$ cat src/rtl/mcpg_pkg.sv
package mcpg_pkg;

    localparam int unsigned DEF_PANEL_WIDTH  = 240;
    localparam int unsigned DEF_PANEL_HEIGHT = 240;

    localparam int unsigned QUEUE_DEPTH = 2;

    localparam logic MODE_START   = 1'b0;
    localparam logic MODE_ADVANCE = 1'b1;

    localparam logic [2:0] START_LAST_IDX = 3'd3;
    localparam logic [2:0] STEP_LAST_IDX  = 3'd7;

    // one queued job: the four axis points of a start or the eight points of a step
    typedef struct packed {
        logic        is_start;
        logic [9:0]  center_x;
        logic [9:0]  center_y;
        logic [15:0] color;
        logic [7:0]  off_a;
        logic [7:0]  off_b;
        logic        last;
    } job_t;

endpackage

$ cat src/rtl/mcpg_front.sv
module mcpg_front
    import mcpg_pkg::*;
(
    input  logic        aclk,
    input  logic        aresetn,
    input  logic        s_valid,
    output logic        s_ready,
    input  logic        s_mode,
    input  logic [9:0]  s_center_x,
    input  logic [9:0]  s_center_y,
    input  logic [7:0]  s_radius,
    input  logic [15:0] s_pixel_color,
    input  logic        q_full,
    output logic        q_push,
    output job_t        q_push_data
);

    logic [9:0]         cx_reg, cx_next;
    logic [9:0]         cy_reg, cy_next;
    logic [15:0]        color_reg, color_next;
    logic [7:0]         x_reg, x_next;
    logic [7:0]         y_reg, y_next;
    logic signed [11:0] d_reg, d_next;
    logic [9:0]         sx_reg, sx_next;
    logic signed [10:0] sy_reg, sy_next;
    logic               active_reg, active_next;

    logic               accept;
    logic signed [10:0] sy_inc;
    logic [9:0]         sx_inc;
    logic signed [11:0] d_mid;
    logic [7:0]         x_step;
    logic [7:0]         y_step;

    assign s_ready = !q_full;
    assign accept  = s_valid && s_ready;

    always_comb begin
        sy_inc = sy_reg + 11'sd2;
        sx_inc = sx_reg + 10'd2;
        x_step = x_reg + 8'd1;
        if (d_reg >= 12'sd0) begin
            y_step = y_reg - 8'd1;
            d_mid  = d_reg + {sy_inc[10], sy_inc};
        end else begin
            y_step = y_reg;
            d_mid  = d_reg;
        end
    end

    always_comb begin
        cx_next     = cx_reg;
        cy_next     = cy_reg;
        color_next  = color_reg;
        x_next      = x_reg;
        y_next      = y_reg;
        d_next      = d_reg;
        sx_next     = sx_reg;
        sy_next     = sy_reg;
        active_next = active_reg;
        q_push      = 1'b0;
        q_push_data = '0;
        if (accept) begin
            if (s_mode == MODE_START) begin
                cx_next     = s_center_x;
                cy_next     = s_center_y;
                color_next  = s_pixel_color;
                x_next      = '0;
                y_next      = s_radius;
                d_next      = 12'sd1 - $signed({4'b0000, s_radius});
                sx_next     = 10'd1;
                sy_next     = 11'sd0 - $signed({2'b00, s_radius, 1'b0});
                active_next = (s_radius != 8'd0);
                q_push      = 1'b1;
                q_push_data.is_start = 1'b1;
                q_push_data.center_x = s_center_x;
                q_push_data.center_y = s_center_y;
                q_push_data.color    = s_pixel_color;
                q_push_data.off_a    = s_radius;
                q_push_data.off_b    = '0;
                q_push_data.last     = (s_radius == 8'd0);
            end else if (active_reg) begin
                x_next      = x_step;
                y_next      = y_step;
                sx_next     = sx_inc;
                if (d_reg >= 12'sd0) begin
                    sy_next = sy_inc;
                end
                d_next      = d_mid + $signed({2'b00, sx_inc});
                active_next = (x_step < y_step);
                q_push      = 1'b1;
                q_push_data.is_start = 1'b0;
                q_push_data.center_x = cx_reg;
                q_push_data.center_y = cy_reg;
                q_push_data.color    = color_reg;
                q_push_data.off_a    = x_step;
                q_push_data.off_b    = y_step;
                q_push_data.last     = !(x_step < y_step);
            end
        end
    end

    always_ff @(posedge aclk) begin
        if (!aresetn) begin
            cx_reg     <= '0;
            cy_reg     <= '0;
            color_reg  <= '0;
            x_reg      <= '0;
            y_reg      <= '0;
            d_reg      <= '0;
            sx_reg     <= 10'd1;
            sy_reg     <= '0;
            active_reg <= 1'b0;
        end else begin
            cx_reg     <= cx_next;
            cy_reg     <= cy_next;
            color_reg  <= color_next;
            x_reg      <= x_next;
            y_reg      <= y_next;
            d_reg      <= d_next;
            sx_reg     <= sx_next;
            sy_reg     <= sy_next;
            active_reg <= active_next;
        end
    end

endmodule

$ cat src/rtl/mcpg_queue.sv
module mcpg_queue
    import mcpg_pkg::*;
(
    input  logic aclk,
    input  logic aresetn,
    input  logic push,
    input  job_t push_data,
    output logic full,
    input  logic pop,
    output logic empty,
    output job_t head
);

    localparam int unsigned PTR_W = (QUEUE_DEPTH > 1) ? $clog2(QUEUE_DEPTH) : 1;
    localparam int unsigned CNT_W = $clog2(QUEUE_DEPTH + 1);
    localparam logic [PTR_W-1:0] LAST_PTR = PTR_W'(QUEUE_DEPTH - 1);
    localparam logic [CNT_W-1:0] DEPTH_CNT = CNT_W'(QUEUE_DEPTH);

    job_t             mem_reg [QUEUE_DEPTH];
    logic [PTR_W-1:0] wr_ptr_reg, wr_ptr_next;
    logic [PTR_W-1:0] rd_ptr_reg, rd_ptr_next;
    logic [CNT_W-1:0] count_reg, count_next;

    logic do_push;
    logic do_pop;

    assign full    = (count_reg == DEPTH_CNT);
    assign empty   = (count_reg == '0);
    assign head    = mem_reg[rd_ptr_reg];
    assign do_push = push && !full;
    assign do_pop  = pop && !empty;

    always_comb begin
        wr_ptr_next = wr_ptr_reg;
        rd_ptr_next = rd_ptr_reg;
        count_next  = count_reg;
        if (do_push) begin
            wr_ptr_next = (wr_ptr_reg == LAST_PTR) ? '0 : wr_ptr_reg + 1'b1;
        end
        if (do_pop) begin
            rd_ptr_next = (rd_ptr_reg == LAST_PTR) ? '0 : rd_ptr_reg + 1'b1;
        end
        if (do_push && !do_pop) begin
            count_next = count_reg + 1'b1;
        end else if (do_pop && !do_push) begin
            count_next = count_reg - 1'b1;
        end
    end

    always_ff @(posedge aclk) begin
        if (!aresetn) begin
            wr_ptr_reg <= '0;
            rd_ptr_reg <= '0;
            count_reg  <= '0;
        end else begin
            wr_ptr_reg <= wr_ptr_next;
            rd_ptr_reg <= rd_ptr_next;
            count_reg  <= count_next;
        end
    end

    always_ff @(posedge aclk) begin
        if (do_push) begin
            mem_reg[wr_ptr_reg] <= push_data;
        end
    end

endmodule

$ cat src/rtl/mcpg_back.sv
module mcpg_back
    import mcpg_pkg::*;
#(
    parameter int unsigned PANEL_WIDTH  = DEF_PANEL_WIDTH,
    parameter int unsigned PANEL_HEIGHT = DEF_PANEL_HEIGHT
) (
    input  logic               aclk,
    input  logic               aresetn,
    input  logic               q_empty,
    input  job_t               q_head,
    output logic               q_pop,
    output logic               m_valid,
    input  logic               m_ready,
    output logic signed [11:0] m_point_x,
    output logic signed [11:0] m_point_y,
    output logic               m_on_panel,
    output logic [15:0]        m_point_color,
    output logic               m_last_point
);

    localparam logic signed [11:0] PANEL_W = 12'(PANEL_WIDTH);
    localparam logic signed [11:0] PANEL_H = 12'(PANEL_HEIGHT);

    logic [2:0]         idx_reg, idx_next;
    logic               valid_reg, valid_next;
    logic signed [11:0] px_reg;
    logic signed [11:0] py_reg;
    logic               on_reg;
    logic [15:0]        color_reg;
    logic               last_reg;

    logic               load;
    logic               final_idx;
    logic signed [8:0]  pos_a, neg_a, pos_b, neg_b;
    logic signed [8:0]  dx, dy;
    logic signed [11:0] px, py;
    logic               on;

    assign m_valid       = valid_reg;
    assign m_point_x     = px_reg;
    assign m_point_y     = py_reg;
    assign m_on_panel    = on_reg;
    assign m_point_color = color_reg;
    assign m_last_point  = last_reg;

    assign load      = !q_empty && (!valid_reg || m_ready);
    assign final_idx = q_head.is_start ? (idx_reg == START_LAST_IDX)
                                       : (idx_reg == STEP_LAST_IDX);
    assign q_pop     = load && final_idx;

    // mirror order: start (0,r) (0,-r) (r,0) (-r,0); step (+x,+y) (-x,+y) (+x,-y) (-x,-y)
    // (+y,+x) (-y,+x) (+y,-x) (-y,-x)
    always_comb begin
        pos_a = $signed({1'b0, q_head.off_a});
        neg_a = 9'sd0 - pos_a;
        pos_b = $signed({1'b0, q_head.off_b});
        neg_b = 9'sd0 - pos_b;
        dx = '0;
        dy = '0;
        if (q_head.is_start) begin
            case (idx_reg[1:0])
                2'd0: begin dx = '0;    dy = pos_a; end
                2'd1: begin dx = '0;    dy = neg_a; end
                2'd2: begin dx = pos_a; dy = '0;    end
                default: begin dx = neg_a; dy = '0; end
            endcase
        end else begin
            case (idx_reg)
                3'd0: begin dx = pos_a; dy = pos_b; end
                3'd1: begin dx = neg_a; dy = pos_b; end
                3'd2: begin dx = pos_a; dy = neg_b; end
                3'd3: begin dx = neg_a; dy = neg_b; end
                3'd4: begin dx = pos_b; dy = pos_a; end
                3'd5: begin dx = neg_b; dy = pos_a; end
                3'd6: begin dx = pos_b; dy = neg_a; end
                default: begin dx = neg_b; dy = neg_a; end
            endcase
        end
        px = $signed({2'b00, q_head.center_x}) + {{3{dx[8]}}, dx};
        py = $signed({2'b00, q_head.center_y}) + {{3{dy[8]}}, dy};
        on = (px >= 12'sd0) && (px < PANEL_W) && (py >= 12'sd0) && (py < PANEL_H);
    end

    always_comb begin
        idx_next   = idx_reg;
        valid_next = valid_reg;
        if (load) begin
            valid_next = 1'b1;
            idx_next   = final_idx ? '0 : idx_reg + 3'd1;
        end else if (m_ready) begin
            valid_next = 1'b0;
        end
    end

    always_ff @(posedge aclk) begin
        if (!aresetn) begin
            idx_reg   <= '0;
            valid_reg <= 1'b0;
        end else begin
            idx_reg   <= idx_next;
            valid_reg <= valid_next;
        end
    end

    always_ff @(posedge aclk) begin
        if (load) begin
            px_reg    <= px;
            py_reg    <= py;
            on_reg    <= on;
            color_reg <= q_head.color;
            last_reg  <= q_head.last && final_idx;
        end
    end

endmodule

$ cat src/rtl/midpoint_circle_pixel_generator.sv
// midpoint circle outline generator
// input channel (s_*): mode 0 starts a circle with center, radius and color,
// mode 1 advances the walk by one midpoint step
// result channel (m_*): one outline point per transaction, signed coordinates,
// on-panel flag, circle color and a flag on the last point of the circle
// a start gives 4 points, an active advance gives 8, an idle advance gives none
// the front takes one input transaction per cycle while the job queue has room
// and updates the walk state at once; the back emits one point per cycle
// while m_ready is high; jobs are registered in the job queue, points in the
// output register; the point emitter, which pops a job with its last point,
// sets the sustained rate; when m_ready is low the output register holds, the
// job queue (2 jobs) fills and then s_ready drops
// reset clears the walk, the queue and m_valid; no circle is in progress after it
module midpoint_circle_pixel_generator
    import mcpg_pkg::*;
#(
    parameter int unsigned PANEL_WIDTH  = DEF_PANEL_WIDTH,
    parameter int unsigned PANEL_HEIGHT = DEF_PANEL_HEIGHT
) (
    input  logic               aclk,
    input  logic               aresetn,
    input  logic               s_valid,
    output logic               s_ready,
    input  logic               s_mode,
    input  logic [9:0]         s_center_x,
    input  logic [9:0]         s_center_y,
    input  logic [7:0]         s_radius,
    input  logic [15:0]        s_pixel_color,
    output logic               m_valid,
    input  logic               m_ready,
    output logic signed [11:0] m_point_x,
    output logic signed [11:0] m_point_y,
    output logic               m_on_panel,
    output logic [15:0]        m_point_color,
    output logic               m_last_point
);

    logic q_full;
    logic q_push;
    job_t q_push_data;
    logic q_pop;
    logic q_empty;
    job_t q_head;

    mcpg_front u_front (
        .aclk          (aclk),
        .aresetn       (aresetn),
        .s_valid       (s_valid),
        .s_ready       (s_ready),
        .s_mode        (s_mode),
        .s_center_x    (s_center_x),
        .s_center_y    (s_center_y),
        .s_radius      (s_radius),
        .s_pixel_color (s_pixel_color),
        .q_full        (q_full),
        .q_push        (q_push),
        .q_push_data   (q_push_data)
    );

    mcpg_queue u_queue (
        .aclk      (aclk),
        .aresetn   (aresetn),
        .push      (q_push),
        .push_data (q_push_data),
        .full      (q_full),
        .pop       (q_pop),
        .empty     (q_empty),
        .head      (q_head)
    );

    mcpg_back #(
        .PANEL_WIDTH  (PANEL_WIDTH),
        .PANEL_HEIGHT (PANEL_HEIGHT)
    ) u_back (
        .aclk          (aclk),
        .aresetn       (aresetn),
        .q_empty       (q_empty),
        .q_head        (q_head),
        .q_pop         (q_pop),
        .m_valid       (m_valid),
        .m_ready       (m_ready),
        .m_point_x     (m_point_x),
        .m_point_y     (m_point_y),
        .m_on_panel    (m_on_panel),
        .m_point_color (m_point_color),
        .m_last_point  (m_last_point)
    );

endmodule

$ cat config.mk
export PLATFORM = sky130hd
export DESIGN_NAME = midpoint_circle_pixel_generator
export DESIGN_NICKNAME = d
export VERILOG_FILES = /design/src/rtl/mcpg_pkg.sv /design/src/rtl/mcpg_front.sv /design/src/rtl/mcpg_queue.sv /design/src/rtl/mcpg_back.sv /design/src/rtl/midpoint_circle_pixel_generator.sv
export SDC_FILE = /design/constraint.sdc
export NUM_CORES = 1
export LEC_CHECK = 0
export BUFFER_PORTS_ARGS = -buffer_cell sky130_fd_sc_hd__buf_2
export CORE_ASPECT_RATIO = 0.75
export CORE_MARGIN = 5
export CORE_UTILIZATION = 60
export CTS_CLUSTER_DIAMETER = 30
export CTS_CLUSTER_SIZE = 8
export DETAILED_ROUTE_END_ITERATION = 7
export MAX_ROUTING_LAYER = met4
export PLACE_DENSITY = 0.79
export SLEW_MARGIN = 40
export SYNTH_ARGS = -nofsm -noshare
export SYNTH_HDL_FRONTEND = slang
export SYNTH_SLANG_ARGS = --single-unit
$ cat constraint.sdc
create_clock -name aclk -period 8.68 [get_ports aclk]
set_input_delay 0.868 -clock aclk [delete_from_list [all_inputs] [get_ports aclk]]
set_output_delay 0.868 -clock aclk [all_outputs]
set_load 0.02 [all_outputs]
== Word level (Yosys, flattened, before mapping) ==
Memory sizes are Yosys's and may differ from the RTL's. A register that Yosys moved wholly into a read port is not among the register bits.
Cells that the tools add are included.

* Output and inout port bits: 44
* Memories kept: 1
* Word-level logic and storage cells: 130
* Bits in registers: 136
* Bits of input ports: 49
* RAM bits: 108

{| class="wikitable"
|+ Memory list
! memory !! words !! width !! rd ports !! clocked after memory_dff !! write ports !! RTL line !! RTL
|-
| u_queue.mem_reg || 2 || 54 || 1 || 1 || 1 || mcpg_queue.sv:19 || <nowiki>job_t mem_reg [QUEUE_DEPTH];</nowiki>
|}

* Mux-type cells: 39
* Bitwise operators: 1
* Reduce and logical (&&, ||, !) cells: 35
* $lt $le $gt $ge: 6
* Equality and inequality tests: 12
* Add/subtract/negate cells: 17

{| class="wikitable"
|+ Operator list
! kind !! number
|-
| 54-bit two-way mux || 2
|-
| 9-bit case mux with 3 select lines || 2
|-
| 53-bit two-way mux || 1
|-
| 8-bit two-way mux || 5
|-
| 12-bit by 1-bit greater-or-equal comparator with 1-bit output (second input constant) || 3
|-
| 12-bit two-way mux || 3
|-
| 9-bit case mux with 2 select lines || 2
|-
| 11-bit two-way mux || 3
|-
| 1-bit by 8-bit subtractor with 9-bit output (first input constant) || 3
|-
| 11-bit by 9-bit adder with 12-bit output || 2
|-
| 12-bit by 9-bit less-than comparator with 1-bit output (second input constant) || 2
|-
| 10-bit two-way mux || 2
|-
| 9-bit two-way mux || 2
|-
| 1-bit two-way mux || 14
|-
| 2-bit OR reduction || 7
|-
| 12-bit by 11-bit adder with 12-bit output || 1
|-
| 12-bit adder || 1
|-
| 3-bit equality test (second input constant) || 4
|-
| 11-bit by 3-bit adder with 11-bit output (second input constant) || 1
|-
| 1-bit logical AND || 11
|-
| 10-bit by 2-bit adder with 10-bit output (second input constant) || 1
|-
| 1-bit by 9-bit subtractor with 10-bit output (first input constant) || 1
|-
| 8-bit by 1-bit adder with 8-bit output (second input constant) || 1
|-
| 8-bit zero test || 1
|-
| 22 further kinds || 35
|}

== Logic depth before layout (Yosys ltp) ==
Gate-level depths: netlist of run 1.

* Depth after elaboration: 9
* Mapped depth: 19
* Gate-level depth less buffers: 17

== Cells and area by module ==
Synthesis of run 1 repeated with hierarchy kept, for this count alone.

* Cells, all modules: 1,367
* Area, all modules: 13,596.8 µm²

{| class="wikitable"
|+ Modules (own cells, without submodules)
! module !! seq. area each (µm²) !! area each (µm²) !! cells an instance !! times used
|-
| mcpg_front || 1,701.6 || 5,808.1 || 787 || 1
|-
| mcpg_queue || 3,343.2 || 4,127.7 || 193 || 1
|-
| mcpg_back || 1,341.3 || 3,661.0 || 387 || 1
|}

== Worst setup path before layout of run 1 ==
No wires, ideal clock.

* Path type: input to register
* From: input port s_mode
* To: memory u_queue.mem_reg[0][0] in the netlist's numbering, enable pin
* Setup time: 0.468 ns
* Buffers on the path: 2
* Stages on the path: 5
* Required time: 8.212 ns
* Arrival: 3.779 ns
* Path slack: 4.433 ns
* Cell sequence: clkbuf_1 inv_1 o21ai_1 clkbuf_1 nor2_1

* Word-level cells in the longest chain between the ends: 5

{| class="wikitable"
|+ Ends and longest elaborated chain
! element !! RTL line !! RTL
|-
| start, declared || midpoint_circle_pixel_generator.sv:24 || <nowiki>input logic s_mode,</nowiki>
|-
| 1-bit two-way mux || mcpg_front.sv:64 || <nowiki>if (s_mode == MODE_START) begin</nowiki>
|-
| 1-bit two-way mux || mcpg_front.sv:63 || <nowiki>if (accept) begin</nowiki>
|-
| 1-bit logical AND || mcpg_queue.sv:30 || <nowiki>assign do_push = push && !full;</nowiki>
|-
| 1-bit two-way mux || mcpg_queue.sv:63 || <nowiki>if (do_push) begin</nowiki>
|-
| 1-bit two-way mux (implied by the code) || mcpg_queue.sv:64 || <nowiki>mem_reg[wr_ptr_reg] <= push_data;</nowiki>
|-
| end, declared || mcpg_queue.sv:19 ||
|}

No other way between the ends.

==> results.yml, run 1 <==
finish:
  fill_cells: 1618
  post-route-cell-area_um2: 15500
  final_nets: 1529
  layout_commonest_cell: "nand2_1"
  layout_common_cells: "nand2_1 (230), edfxtp_1 (150), dfxtp_1 (92)"
  largest_register_ffs: 108
  areaGrowthSynthToFinish_pct: 16.6
  n_antenna_cell: 0
  final_cell_count_no_fill: 1742
  drive_above_1_share_pct: 16.9
drt:
  drt-initial-drc-count: 1195
  num_vias: 10500
  ant_nets: 0
  post-route-drc-count: 0
  drt_pass1_iterations: 6
  totalWireLength_um: 33300
  wl_per_cell_um: 19.1
  routed_via_density: 6.04
sta:
  timing.final.max_slew_violations: 0
  worstMarginPinSlew_ns: 0.783
  timing.final.crit_period_ns: 5.58
  period_share_pct: 64.3
  fmax_mhz: 179
  hold_viol: 0
  setup_viol: 0
  clock_skew_ns: 0.0262
  relSlewSlack_pct: 47.7
  fin_tns_setup_ns: 0
  rsz0062_at_grt: "false"
critical_path:
  r2r_slack_ns: 3.10
  crit_path_end_kind: "register"
  cp_max_fo: 53
  path_class: "reg2reg"
  r2r_cells: 15
  arrival_ns: 5.92
  r2r_end: "u_back.m_on_panel$_DFFE_PP_"
  required_ns: 9.02
  cp-start-kind: "register"
synth:
  synth_top_area_cell: "edfxtp_1"
  yosys-top-cells-area: "edfxtp_1 (34%), dfxtp_1 (14%), nand2_1 (6.5%)"
  syn-cell-area_um2: 13300
  syn_area_per_cell_um2: 10.1
  synth_edf_count: 150
  synth-seq-area-share_pct: 48.0
  ys_ff_latch: 244
  yosys.area.top_type_share_pct: 33.9
  ys.warnings.count: 0
  async_flop_share_pct: 0
  synth_nets: 1439
  syn_inst: 1322
  synthFlopType: "edfxtp_1"
  yosys.cell_types.count: 68
status:
  outcome: "completed"
clock_network:
  path_clk_slew_ns: 0.05
  clk_latency_ns: 0.53
  cts_setup_buffers: 0
  clockBufferDepth: 3
  cts_htree_levels: 2
  cts_num_sinks: 244
  numCtsBuffers: 46
  cts_resized: 0
  cts-root-buf: "clkbuf_16"
  hold_buffers: 0
  cts_tree: "built"
placement:
  io_buffers: 92
  postPlaceCellArea_um2: 14000
  dp.cells: 1658
  place_congestion: 0.960
  place_hpwl_um: 22800
floorplanning:
  coreArea_um2: 21900
  die_area_um2: 25300
  rows: 47
  ios: 93
  initial_utilization_pct: 60.6
  die_x_um: 182
  die_y_um: 139
flow_run:
  maxCapViolCount: 0
global_routing:
  antenna_found_initial: 0
  grt_overflow: 0
  grt_max_degree: 56
  gr-usage-all-layers_pct: 26.8
  grt_pass1_wl_um: 53600
  grt_pass1_vias: 9885
power_and_ir_drop:
  power_leakage_nw: 6.15
  irDropWorstVdd_mv: 0.205
  power_density_nw_per_um2: 266
worst_hold_path:
  min_to: "u_front.color_reg[11]$_SDFFE_PN0P_"
  min_path_type: "reg2reg"
  hp-start: "u_front.color_reg[11]$_SDFFE_PN0P_"
  hold_depth: 2
-- synthesized netlist by cell type, drive strengths merged (4+ instances only) --
cell type and count:
o22ai 4, a221oi 19, dfxtp 94, mux2 51, and2 22, a21boi 47, clkbuf 54, buf 9
a21o 8, nor2b 21, o31ai 4, xnor2 50, o211ai 15, o21a 4, nand2 230, nor3 25
or2 4, a22oi 11, a21oi 55, o21bai 5, xor2 28, nand3 23, o21ai 77, nand3b 6
inv 40, o211a 12, o32ai 4, a211oi 14, nand2b 10, edfxtp 150, mux2i 17, and3 11
ha 65, nor4 8, nor3b 4, nor2 70, nand4 5, a31oi 6
-- metrics by stage --
step	total power, mW	worst slack (ns)	utilization [%]	hold WS (ns)
5_1_grt	4.32	2.76	70.7	0.478
4_1_cts	4.13	3.19	70.7	0.464
6_report	4.12	3.10	70.7	0.460
3_5_place_dp	2.41	3.21	63.8	0.452
3_3_place_gp	2.39	3.36	63.8	0.443
2_1_floorplan	2.15	4.43	-	0.422
-- worst max-delay path, stage by stage (launching register included) --
cell,delay (ns)
dfxtp_2,0.55
buf_4,0.66
mux2i_1,0.54
ha_1,0.40
o21ai_1,0.28
nor2_1,0.31
nor3_1,0.08
a2111oi_0,0.57
nor2_1,0.15
ha_1,0.34
nor2_1,0.09
o21ba_2,0.21
o41ai_1,0.40
xnor2_1,0.15
a2111o_1,0.42
nor4_2,0.20
-- how the worst max path moves through the flow --
stage	start	end	slack, ns	depth (start not counted)
finish	register	u_back.m_on_panel$_DFFE_PP_	3.10	15
global route	register	u_back.m_on_panel$_DFFE_PP_	2.76	15
CTS	register	u_back.m_on_panel$_DFFE_PP_	3.19	15
detailed placement	register	u_back.m_on_panel$_DFFE_PP_	3.21	15
global placement	u_back.idx_reg[2]$_SDFFE_PN0P_	u_back.m_on_panel$_DFFE_PP_	3.36	16
floorplan	s_mode	u_queue.mem_reg[0][0]$_DFFE_PP_	4.43	5
-- routing by layer --
metal | share of wire, % | vias up | GRT usage, % | routed length (um)
li1 | - | 4989 | - | -
met1 | 48 | 5058 | 41.0 | 15800
met2 | 42 | 420 | 36.9 | 14100
met3 | 8.8 | 51 | 5.77 | 2930
met4 | 1.5 | 0 | 5.49 | 502
met5 | 0 | - | - | 0
-- cells by family after synthesis --
logic type / after synthesis / share of synthesized area, %
flops: 244 / 48.0
buf+inv: 104 / 3.06
compound gates: 312 / 16.0
xor+xnor: 78 / 5.14
simple gates: 445 / 15.0
mux: 71 / 6.16
fa+ha+maj: 68 / 6.57
-- area by class of cell --
type / instances / area [um^2] / share of cell area, %
Multi-Input combinational cell: 974 / 6540 / 42.2
Sequential cell: 244 / 6390 / 41.2
Clock buffer: 64 / 1230 / 7.93
Timing Repair Buffer: 105 / 561 / 3.62
Tap cell: 294 / 368 / 2.37
Clock inverter: 20 / 265 / 1.71
Inverter: 41 / 154 / 0.993
-- report_power, final --
group	switching (mW)	internal (mW)
sequential	0.0604	1.39
clock	0.565	1.14
combinational	0.605	0.361
total	1.23	2.88
(Power assumes the default switching activity.)
==> inputs of run 2 (changes only) <==
--- a/config.mk
+++ b/config.mk
@@ -8,12 +8,12 @@
 export BUFFER_PORTS_ARGS = -buffer_cell sky130_fd_sc_hd__buf_2
 export CORE_ASPECT_RATIO = 0.75
 export CORE_MARGIN = 5
-export CORE_UTILIZATION = 60
+export CORE_UTILIZATION = 55
 export CTS_CLUSTER_DIAMETER = 30
 export CTS_CLUSTER_SIZE = 8
 export DETAILED_ROUTE_END_ITERATION = 7
 export MAX_ROUTING_LAYER = met4
-export PLACE_DENSITY = 0.79
+export PLACE_DENSITY = 0.77
 export SLEW_MARGIN = 40
 export SYNTH_ARGS = -nofsm -noshare
 export SYNTH_HDL_FRONTEND = slang
==> constraint.sdc (replaced) <==
create_clock -name aclk -period 4.45 [get_ports aclk]
set_input_delay 0.445 -clock aclk [delete_from_list [all_inputs] [get_ports aclk]]
set_output_delay 0.445 -clock aclk [all_outputs]
set_load 0.02 [all_outputs]
==> results.yml, run 2 (same netlist as run 1, synthesis figures left out) <==
global_routing:
  gr-usage-all-layers_pct: 25.9
  grt_pass1_vias: 10000
  grt_overflow: 0
  antenna_found_initial: 0
  top_usage_layer: "met1"
  grt_max_degree: 54
  grt_pass1_wl_um: 54900
  grt_util_met1_pct: 38.2
  use_met2_pct: 37.1
  use_met3_pct: 4.90
drt:
  routed_via_density: 5.97
  totalWireLength_um: 35200
  drt_pass1_iterations: 8
  ant_nets: 0
  drt-initial-drc-count: 1100
  num_vias: 10700
  post-route-drc-count: 1
  wl_per_cell_um: 19.7
clock_network:
  cts_htree_levels: 2
  cts_num_sinks: 244
  clk_latency_ns: 0.56
  hold_buffers: 0
  path_clk_slew_ns: 0.05
  cts_tree: "built"
  numCtsBuffers: 46
  clockBufferDepth: 3
  cts-root-buf: "clkbuf_16"
finish:
  n_antenna_cell: 0
  register_area_um2: 6390
  drive_above_1_share_pct: 19.6
  final_cell_count_no_fill: 1788
  post-route-cell-area_um2: 15900
  layout_commonest_cell: "nand2_1"
  layout_common_cells: "nand2_1 (230), edfxtp_1 (150), buf_2 (92), dfxtp_1 (92), o21ai_0 (73)"
  largest_register_ffs: 108
  multi_input_area_um2: 6580
  areaGrowthSynthToFinish_pct: 19.3
  fill_cells: 1780
  final_nets: 1561
critical_path:
  cp_max_fo: 8
  max_stage_delay_ns: 0.42
  r2r_cells: 17
  crit_path_end_kind: "register"
  cp-start-kind: "register"
  crit_cells: 17
  required_ns: 4.81
  arrival_ns: 4.52
  path_class: "reg2reg"
  cp_top_family: "compound AO/OA/AOI/OAI gates"
  worstPathCellList: "inv_1 -> ha_2 -> buf_4 -> o21ai_0 -> buf_4 -> a21oi_1 -> o21ai_0 -> o21ai_0 -> ha_1 -> fa_1 -> a211oi_1 -> o21bai_1 -> a211oi_2 -> o41ai_2 -> xnor2_1 -> a2111o_1 -> nor4_2"
  crit_top_cell: "o21ai_0"
  cpMaxStageDelayCell: "a2111o_1"
  crit_buf_inv: 3
sta:
  timing.final.max_slew_violations: 0
  hold_slack_ns: 0.169
  timing.final.crit_period_ns: 4.16
  fmax_mhz: 241
  clock_skew_ns: 0.0439
  worstMarginPinSlew_ns: 0.799
  rsz0062_at_grt: "true"
  hold_viol: 0
  setup_viol: 0
  relSlewSlack_pct: 46.0
  period_share_pct: 93.4
  fin_tns_setup_ns: 0
worst_hold_path:
  min_path_type: "in2reg"
  hold_depth: 3
placement:
  dp.cells: 1701
  place_congestion: 0.985
  place_hpwl_um: 24400
  postPlaceCellArea_um2: 14300
  io_buffers: 92
power_and_ir_drop:
  irDropWorstVdd_mv: 0.397
  total_power_mw: 8.11
  power_leakage_nw: 6.33
  power_density_nw_per_um2: 511
floorplanning:
  coreArea_um2: 23900
  ios: 93
  rows: 49
  initial_utilization_pct: 55.6
  die_x_um: 190
  die_y_um: 145
  die_area_um2: 27400
flow_run:
  maxCapViolCount: 0
status:
  violations: "design-rule violations"
  outcome: "complete, but fails checks"
[run 2: layout make-up]
type	instances	area share, %
repair buffers	137	5.37
clock inverters	15	1.25
well taps	306	2.41
multi-input cells	974	41.5
flip-flops and latches	244	40.3
inverters	41	0.970
clock buffers	71	8.23
[run 2: per-layer routing]
metal | part of all wire, % | up-vias | routed length (um)
met3 | 9.1 | 59 | 3200
met1 | 47 | 5060 | 16400
li1 | - | 5062 | -
met2 | 43 | 486 | 15000
met5 | 0 | - | 0
met4 | 1.5 | 0 | 536
[run 2: worst paths after layout]
check	from	endpoint	slack [ns]
worst min register to register	u_front.color_reg[5]$_SDFFE_PN0P_	u_front.color_reg[5]$_SDFFE_PN0P_	0.46
worst max-delay path	u_back.idx_reg[0]$_SDFFE_PN0P_	u_back.m_on_panel$_DFFE_PP_	0.29
worst min-delay path	s_center_x[9]	u_front.cx_reg[9]$_SDFFE_PN0P_	0.17
worst max register to register	u_back.idx_reg[0]$_SDFFE_PN0P_	u_back.m_on_panel$_DFFE_PP_	0.29
[run 2: worst min-delay path, stage by stage]
cell and delay, ns:
buf_2 0.09, nand2_1 0.06, a21boi_0 0.07
[run 2: through the flow]
step | util (%) | worst slack [ns]
after global routing | 66.3 | -0.00614
after global placement | 59.6 | 0.165
final | 66.3 | 0.295
after floorplan | - | 0.269
after CTS | 66.0 | 0.109
after detailed placement | 59.7 | 0.105
[run 2: where the power goes]
part	total (mW)	internal (mW)	switching, mW
registers	2.81	2.70	0.109
logic	2.01	0.776	1.23
clock network	3.29	2.14	1.15
[run 2: what timing repair did]
item,CTS,global route
buffers inserted,0,0
setup endpoints to repair,0,2
resized for setup,0,19
